==> src/rtl/rmq_pkg.sv <==
`default_nettype none
// ----------------------------------------------------------------------------
// rmq_pkg
// shared constants for the rotation matrix to quaternion pipeline
// ----------------------------------------------------------------------------
package rmq_pkg;

    localparam int DEF_ELEM_WIDTH = 16;
    localparam int DEF_FRAC_BITS  = 14;

    // which quaternion component comes from the square root
    localparam logic [1:0] SEL_X = 2'd0;
    localparam logic [1:0] SEL_Y = 2'd1;
    localparam logic [1:0] SEL_Z = 2'd2;
    localparam logic [1:0] SEL_W = 2'd3;

endpackage : rmq_pkg
`default_nettype wire

==> src/rtl/rmq_div_cell.sv <==
`default_nettype none
// ----------------------------------------------------------------------------
// rmq_div_cell
// one restoring division step: one numerator bit in, one quotient bit out
// ----------------------------------------------------------------------------
module rmq_div_cell
    import rmq_pkg::*;
#(
    parameter int NW   = 32,
    parameter int DENW = 18
)
(
    input  wire logic            clk,
    input  wire logic [NW-1:0]   num_in,
    input  wire logic [DENW-1:0] den_in,
    input  wire logic [DENW-1:0] rem_in,
    input  wire logic [NW-1:0]   quo_in,
    output logic      [NW-1:0]   num_out,
    output logic      [DENW-1:0] den_out,
    output logic      [DENW-1:0] rem_out,
    output logic      [NW-1:0]   quo_out
);

    logic [NW-1:0]   num_reg;
    logic [DENW-1:0] den_reg;
    logic [DENW-1:0] rem_reg;
    logic [NW-1:0]   quo_reg;
    logic [DENW:0]   part;
    logic [DENW:0]   diff;
    logic            take;
    logic [DENW-1:0] rem_next;

    always_comb
    begin
        part     = {rem_in, num_in[NW-1]};
        take     = (part >= {1'b0, den_in});
        diff     = part - {1'b0, den_in};
        rem_next = take ? diff[DENW-1:0] : part[DENW-1:0];
    end

    always_ff @(posedge clk)
    begin
        num_reg <= {num_in[NW-2:0], 1'b0};
        den_reg <= den_in;
        rem_reg <= rem_next;
        quo_reg <= {quo_in[NW-2:0], take};
    end

    assign num_out = num_reg;
    assign den_out = den_reg;
    assign rem_out = rem_reg;
    assign quo_out = quo_reg;

endmodule : rmq_div_cell
`default_nettype wire

==> config.mk <==
export PLATFORM = sky130hd
export DESIGN_NAME = rmq_div_cell
export DESIGN_NICKNAME = d
export VERILOG_FILES = /design/src/rtl/rmq_pkg.sv /design/src/rtl/rmq_div_cell.sv
export SDC_FILE = /design/constraint.sdc
export NUM_CORES = 1
export LEC_CHECK = 0
export BUFFER_PORTS_ARGS = -buffer_cell sky130_fd_sc_hd__clkbuf_2
export CAP_MARGIN = 25
export CORE_MARGIN = 8
export CORE_UTILIZATION = 43
export CTS_CLUSTER_DIAMETER = 50
export DETAILED_ROUTE_END_ITERATION = 10
export PLACE_DENSITY = 0.91
export SETUP_SLACK_MARGIN = 0.2
export SLEW_MARGIN = 20
export SYNTH_ARGS = -nofsm -noshare
export SYNTH_HDL_FRONTEND = slang
export SYNTH_SLANG_ARGS = --single-unit
==> constraint.sdc <==
create_clock -name clk -period 3.1 [get_ports clk]
set_input_delay 0.31 -clock clk [delete_from_list [all_inputs] [get_ports clk]]
set_output_delay 0.31 -clock clk [all_outputs]
set_load 0.05 [all_outputs]
==> impl_metrics.toml <==
[run_status]
status = "complete, no violations"

[global_routing]
grt_pass1_vias = 2920
grtUsageTotal_pct = 17.59
grt_antenna_before_repair = 0
gr-total-overflow = 0
grt_pass1_wl_um = 15210
grt_max_degree = 19

[clocking]
numCtsBuffers = 9
ctsHoldBuffers = 0
clock_sinks = 99
post_cts_buffers = 0
cts-htree-levels = 3
cts.path.max_buffers = 2
cts-root-buf = "clkbuf_8"
clkTransAtPathRegs_ns = 0.10
post_cts_resized = 0
cts_tree = "yes"

[sta]
timing.final.crit_share_pct = 77.80
setup_viol = 0
fin_crit_ns = 2.412
slew_viol_final = 0
tns_ns = 0
rsz0062_at_grt = "false"
fin_hold_ws_ns = 0.04433
max_freq_mhz = 414.6
hold_viol = 0

[logic_synthesis]
yosys_most_used_dff = "dfxtp_1"
synth_top_area_share_pct = 59.08
yosys_warnings = 0
syn-mean-instance-area_sq_um = 11.90
synth_cells = 282
synthTopCellsByArea = "dfxtp_1, ha_1, mux2_2, mux2_4, inv_1"
syn_nets = 402
ys_seq_elements = 99
yosysTopAreaCell = "dfxtp_1"
ys_types = 51
ys_seq_area_share_pct = 59.08
syn_area_sq_um = 3354
synth_edf_count = 0
async_reset_ff_share_pct = 0

[min_path]
holdPathEnd = "quo_out[15]"
min_path_cells = 1
hold_path.startpoint = "quo_in[14]"
hold_path_class = "in -> reg"

[pwr]
power.share.sequential_pct = 46.5
clkPwrFrac_pct = 25.4
p_switching_w = 0.001085
power_per_cell_area_nw_per_um2 = 656.4
p_int_w = 0.001937
swShare_pct = 35.91
vdd_ir_drop_max_uv = 255.4
power_frac_comb_pct = 28.2
leakage_nw = 2.416

[job]
drv_cap = 0

[route]
totalWireLength_um = 9652
drt_iter0_drc = 195
num_vias = 2772
post-route-drc-count = 0
drtPass1Iterations = 4
ant_nets = 0
routedWlPerCell_um = 16.28
via_per_inst = 4.675

[layout]
area_growth_pct = 37.26
layout-drive-gt1-share_pct = 49.29
design_area_sq_um = 4604
diodes = 0
mostFrequentLayoutCell = "clkbuf_2"
fin_nets = 606
mostFrequentLayoutCells = "clkbuf_2, dfxtp_1, inv_1, ha_1, nand2_1"

[setup_path]
cp-end-kind = "flop"
cp_max_fo = 12
crit_arrival_ns = 2.66
required_ns = 3.35
cp-start-kind = "input port"
critical_path_class = "in -> reg"

[placement]
dpl_cell_area_sq_um = 4415
place.gp.congestion = 0.8697
hpwl_um = 8240
portBuffers = 198

[die]
core_area_sq_um = 7647
die_area_sq_um = 10880
die_h_um = 104.3
initial_core_util_pct = 43.86
die-width_um = 104.3
rows = 32
ios = 201
[metal layers]
layer  GRT usage, %  part of all wire [%]
met1          16.75                    37
met2          33.11                    54
met3          7.311                   8.4
met4          5.688                   1.2
met5              0                     0
[critical path, stage by stage]
cell and delay (ns):
clkbuf_2 0.09, inv_1 0.04, ha_1 0.36, a21o_1 0.23
a31oi_1 0.32, a211oi_2 0.18, nor3_2 0.34, o211a_1 0.21
buf_4 0.22, mux2_2 0.37
[cell usage after synthesis, types with 2 or more instances]
| cell type | count |
|---|---|
| a211oi_1 | 3 |
| nand2b_1 | 2 |
| o21ai_0 | 6 |
| buf_6 | 3 |
| mux2_2 | 10 |
| nand2_1 | 16 |
| a21oi_1 | 9 |
| or3_2 | 2 |
| mux2i_1 | 3 |
| ha_1 | 18 |
| and3_1 | 2 |
| nor2b_1 | 2 |
| a21o_1 | 5 |
| o21a_1 | 2 |
| a311oi_1 | 3 |
| inv_1 | 23 |
| buf_4 | 2 |
| o211a_1 | 3 |
| dfxtp_1 | 99 |
| nand3_1 | 6 |
| mux2_4 | 6 |
| nor2_1 | 14 |
| xor2_1 | 3 |
| a31oi_1 | 4 |
| nor3_1 | 4 |
| xnor2_1 | 7 |
[kinds of logic after synthesis]
logic type               Yosys count  share of synthesized area [%]
XOR/XNOR                          10                          2.611
flip-flops                        99                          59.08
multiplexers                      19                          6.938
AO/OA/AOI/OAI                     48                          10.52
adder cells (fa/ha/maj)           19                          7.311
buffers and inverters             30                          4.737
other                              1                         0.1118
AND/OR/NAND/NOR                   56                          8.691
[through the flow]
step | worst slack (ns) | utilization [%] | total power (W) | instances
floorplan | 0.6780 | - | 0.002069 | 282
global placement | 0.3914 | 57.74 | 0.002271 | 577
detailed placement | 0.3327 | 57.74 | 0.002291 | 577
CTS | 0.6979 | 60.21 | 0.003057 | 593
global route | 0.5177 | 60.21 | 0.003155 | 593
finish | 0.6883 | 60.21 | 0.003022 | 593
[flip-flops by register name (all words and copies together), names as in the netlist]
name / count
rem_out: 18
quo_out: 32
num_out: 31
den_out: 18
[area by class of cell]
class                      instances  area, sq um
fill                             656         3043
clock buffer                       9        123.9
sequential                        99         1982
multi-input combinational        153         1214
timing repair buffer             200         1006
inverter                          23        86.33
tap                              102        127.6
clock inverter                     7        65.06
[worst max path at each step]
stage,depth (start not counted),start,to,slack (ns)
after floorplan,10,den_in[4],rem_out[10],0.68
final,10,den_in[4],rem_out[2],0.69
after detailed placement,11,num_in[31],rem_out[12],0.33
after global placement,10,den_in[4],rem_out[7],0.39
after CTS,11,num_in[31],rem_out[12],0.70
after global routing,10,den_in[4],rem_out[2],0.52
[power groups by stage]
stage                     clock (W)  combinational [W]  sequential (W)
final                      0.000767           0.000851         0.00140
after global routing       0.000837           0.000902         0.00142
after CTS                  0.000794           0.000858         0.00141
after detailed placement          0           0.000855         0.00144
after global placement            0           0.000841         0.00143
after floorplan                   0           0.000262         0.00181
Power figures use the tool's default switching activity.
