--- config.mk ---
export PLATFORM = sky130hd
export DESIGN_NAME = rmq_sqrt_cell
export DESIGN_NICKNAME = d
export VERILOG_FILES = /design/src/rtl/rmq_pkg.sv /design/src/rtl/rmq_sqrt_cell.sv
export SDC_FILE = /design/constraint.sdc
export NUM_CORES = 1
export LEC_CHECK = 0
export ABC_AREA = 1
export BUFFER_PORTS_ARGS = -buffer_cell sky130_fd_sc_hd__buf_2
export CAP_MARGIN = 20
export CORE_ASPECT_RATIO = 1.25
export CORE_MARGIN = 10
export CORE_UTILIZATION = 40
export DETAILED_ROUTE_END_ITERATION = 12
export PLACE_DENSITY = 0.8
export SLEW_MARGIN = 20
export SYNTH_ARGS = -nofsm -noshare
export SYNTH_HDL_FRONTEND = slang
export SYNTH_SLANG_ARGS = --single-unit
export TNS_END_PERCENT = 1
--- constraint.sdc ---
create_clock -name clk -period 2.1 [get_ports clk]
set_clock_uncertainty 0.15 [all_clocks]
set_input_delay 0.42 -clock clk [delete_from_list [all_inputs] [get_ports clk]]
set_output_delay 0.42 -clock clk [all_outputs]
set_load 0.01 [all_outputs]
--- src/rtl/rmq_pkg.sv ---
`default_nettype none
// ----------------------------------------------------------------------------
// rmq_pkg
// shared constants for the rotation matrix to quaternion pipeline
// ----------------------------------------------------------------------------
package rmq_pkg;

    localparam int DEF_ELEM_WIDTH = 16;
    localparam int DEF_FRAC_BITS  = 14;

    // which quaternion component comes from the square root
    localparam logic [1:0] SEL_X = 2'd0;
    localparam logic [1:0] SEL_Y = 2'd1;
    localparam logic [1:0] SEL_Z = 2'd2;
    localparam logic [1:0] SEL_W = 2'd3;

endpackage : rmq_pkg
`default_nettype wire

--- src/rtl/rmq_sqrt_cell.sv ---
`default_nettype none
// ----------------------------------------------------------------------------
// rmq_sqrt_cell
// one restoring square root step: two radicand bits in, one root bit out
// ----------------------------------------------------------------------------
module rmq_sqrt_cell
    import rmq_pkg::*;
#(
    parameter int SW = 17
)
(
    input  wire logic              clk,
    input  wire logic [2*SW-1:0]   x_in,
    input  wire logic [SW:0]       rem_in,
    input  wire logic [SW-1:0]     root_in,
    output logic      [2*SW-1:0]   x_out,
    output logic      [SW:0]       rem_out,
    output logic      [SW-1:0]     root_out
);

    logic [2*SW-1:0] x_reg;
    logic [SW:0]     rem_reg;
    logic [SW-1:0]   root_reg;
    logic [SW+2:0]   shifted;
    logic [SW+2:0]   trial;
    logic [SW+2:0]   diff;
    logic            take;
    logic [SW:0]     rem_next;
    logic [SW-1:0]   root_next;

    always_comb
    begin
        shifted   = {rem_in, x_in[2*SW-1 -: 2]};
        trial     = {1'b0, root_in, 2'b01};
        take      = (shifted >= trial);
        diff      = shifted - trial;
        rem_next  = take ? diff[SW:0] : shifted[SW:0];
        root_next = {root_in[SW-2:0], take};
    end

    always_ff @(posedge clk)
    begin
        x_reg    <= {x_in[2*SW-3:0], 2'b00};
        rem_reg  <= rem_next;
        root_reg <= root_next;
    end

    assign x_out    = x_reg;
    assign rem_out  = rem_reg;
    assign root_out = root_reg;

endmodule : rmq_sqrt_cell
`default_nettype wire

==> out/metrics.csv <==
metric,value,unit
Post-Place Cell Area,0.00364,mm2
Synth Area in XOR/XNOR,3.44,%
Synth Warn #,0,
final-stage net count,599,
cts hold-fix bufs,0,
Power Density,875,mW/mm2
Initial DRC Count,98,
startpoint types,input port,
largest family of logic cells by synthesized area,simple AND/OR/NAND/NOR gates,
Yosys cell types,24,
Crit. End Element,register,
Top Ports,139,
Area Growth Syn to Fin,40.6,%
post_cts resized,0,
fmax,0.547,GHz
drc violations,0,
Detailed Place HPWL,6610,um
root buffer cell,clkbuf_8,
Max-cap violations,0,
CP Data Required Time,2.23,ns
Synth Instances,351,
GRT Total Usage,14.4,%
remaining global-route overflow,0,
die area,0.0107,mm2
critical path type,in2reg,
# rows,33,
Clock transition at path regs,0.07,ns
RSZ-0062 raised after global routing,no,
run status,"finished, final reports clean",
Via density,4.38,
Core ar.,0.00665,mm2
final hold vios,0,
Post-CTS Setup Bufs,0,
Max clock buf depth,2,
number of port buffers,136,
largest net degree at the start of global routing,17,
share of cells above drive strength 1,34.2,%
detailed-route via count,2636,
Clock H-tree levels,3,
Max VDD drop,0.504,mV
antenna cells,0,
Critical Path AT,1.96,ns
Synth Cell Area,0.00276,mm2
Avg Synthesized Cell Area,7.87,um2
worst setup path end,rem_out[6],
final instance area,0.00388,mm2
vias in the first global route,2777,
final setup TNS,0,ns
TritonCTS buffer count,9,
Slew Limit Fails,0,
Pleak,2.23,nW
DRT Pass-1 Iters,4,
post-route ant nets,0,
final period utilization,87.1,%
WL/cell,13.0,um
type of the worst min-delay path,in2reg,
CP max FO,16,
post-synthesis compound-gate area fraction,3.71,%
mux contribution to synthesized area,0,%
post-synthesis simple-gate area fraction,26.4,%
GPL Wtd Cong,0.894,
DRT Wirelength,7800,um
setup violators final,0,
post-synthesis adder-cell area fraction,8.61,%
# clock sinks,67,
CP startpoint,rem_in[9],
die width,94.3,um
Final min period,1.83,ns
Starting Density,41.6,%
sequential-to-total area share from yosys stat,48.6,%
initial antenna violation count,0,
global-route wire length before repair,12300,um
Die Y,113,um
total power,3.40,mW
"flops & latches, synth",67,
TritonCTS clock tree,done,
[layout make-up]
cell class	count	area [um2]
sequential	67	1340
clock inverter	6	114
timing repair buffer	152	813
multi-input combinational	225	1170
tap	87	109
clock buffer	10	128
inverter	55	209
fill	624	2760
[power by group]
part	internal [mW]	switching (mW)	leakage [nW]
registers	1.39	0.0267	0.565
logic	0.305	0.399	1.55
clock network	0.791	0.487	0.113
[cell families after synthesis]
kind of cell,count (synthesis)
other,1
adders and majority gates,19
AOI/OAI and AO/OA,20
and+or+nand+nor,174
DFF,67
xor gates and xnor gates,10
buffers and inverters,60
[layout by cell type (no fill, tap or decap), drive strengths merged]
| cell | Yosys | routed |
|---|---|---|
| inv | 55 | 55 |
| o21bai | 1 | 1 |
| ha | 19 | 19 |
| xor2 | 9 | 9 |
| clkbuf | 0 | 10 |
| nand2 | 128 | 128 |
| a21oi | 14 | 14 |
| buf | 5 | 152 |
| bufinv | 0 | 3 |
| dfxtp | 67 | 67 |
| nor2 | 21 | 21 |
| nand3 | 18 | 18 |
| conb | 1 | 2 |
| clkinvlp | 0 | 2 |
| nand3b | 6 | 6 |
| xnor2 | 1 | 1 |
| clkinv | 0 | 1 |
| o21ai | 5 | 5 |
| nand4 | 1 | 1 |
[state kept, by name, indices dropped and copies added, names as in the netlist]
name,count
rem_out,18
root_out,17
x_out,32
[how the worst min path moves through the flow]
| stage | startpoint | to | slack, ns | cells after the start |
|---|---|---|---|---|
| after global routing | x_in[1] | x_out[3] | 0.008 | 1 |
| final | x_in[1] | x_out[3] | 0.03 | 1 |
| after detailed placement | x_in[1] | x_out[3] | 0.37 | 1 |
| after global placement | x_in[9] | x_out[11] | 0.37 | 1 |
| after CTS | x_in[15] | x_out[17] | 0.008 | 1 |
| after floorplan | root_in[9] | root_out[10] | 0.30 | 0 |
[critical path, stage by stage]
cell and delay [ns]:
buf_2 0.11, ha_1 0.34, a21oi_1 0.26, nand2_1 0.12, nand3b_4 0.17, nand2_2 0.08
nand2_4 0.09, inv_4 0.19, nand2_1 0.09, nand2_1 0.08
[layer usage]
metal | global-route usage [%] | part of all wire, %
met1 | 13.3 | 38
met2 | 26.1 | 50
met3 | 5.95 | 9.1
met4 | 7.31 | 2.9
met5 | 0 | 0
[synth_stat cells]
cell type | n | area share, %
a21oi_1 | 14 | 2.5
buf_4 | 3 | 0.82
buf_6 | 2 | 0.82
conb_1 | 1 | 0.14
dfxtp_1 | 67 | 49
ha_1 | 19 | 8.6
inv_1 | 52 | 7.1
inv_2 | 2 | 0.27
inv_4 | 1 | 0.23
nand2_1 | 125 | 17
nand2_2 | 2 | 0.45
nand2_4 | 1 | 0.41
nand3_1 | 18 | 3.3
nand3b_1 | 5 | 1.4
nand3b_4 | 1 | 0.72
nand4_1 | 1 | 0.23
nor2_1 | 20 | 2.7
nor2_2 | 1 | 0.23
o21ai_0 | 4 | 0.72
o21ai_1 | 1 | 0.18
o21bai_1 | 1 | 0.27
xnor2_1 | 1 | 0.32
xor2_1 | 8 | 2.5
xor2_2 | 1 | 0.59
[metrics by stage]
stage | setup WS, ns | hold slack [ns] | util [%] | cells
after global placement | -0.0561 | 0.372 | 54.8 | 586
final | 0.271 | 0.0250 | 58.4 | 602
after CTS | 0.297 | 0.00806 | 58.4 | 602
after floorplan | 0.228 | 0.298 | - | 352
after global routing | 0.126 | 0.00769 | 58.4 | 602
after detailed placement | -0.0658 | 0.374 | 54.8 | 586
Power figures use the tool's default switching activity.
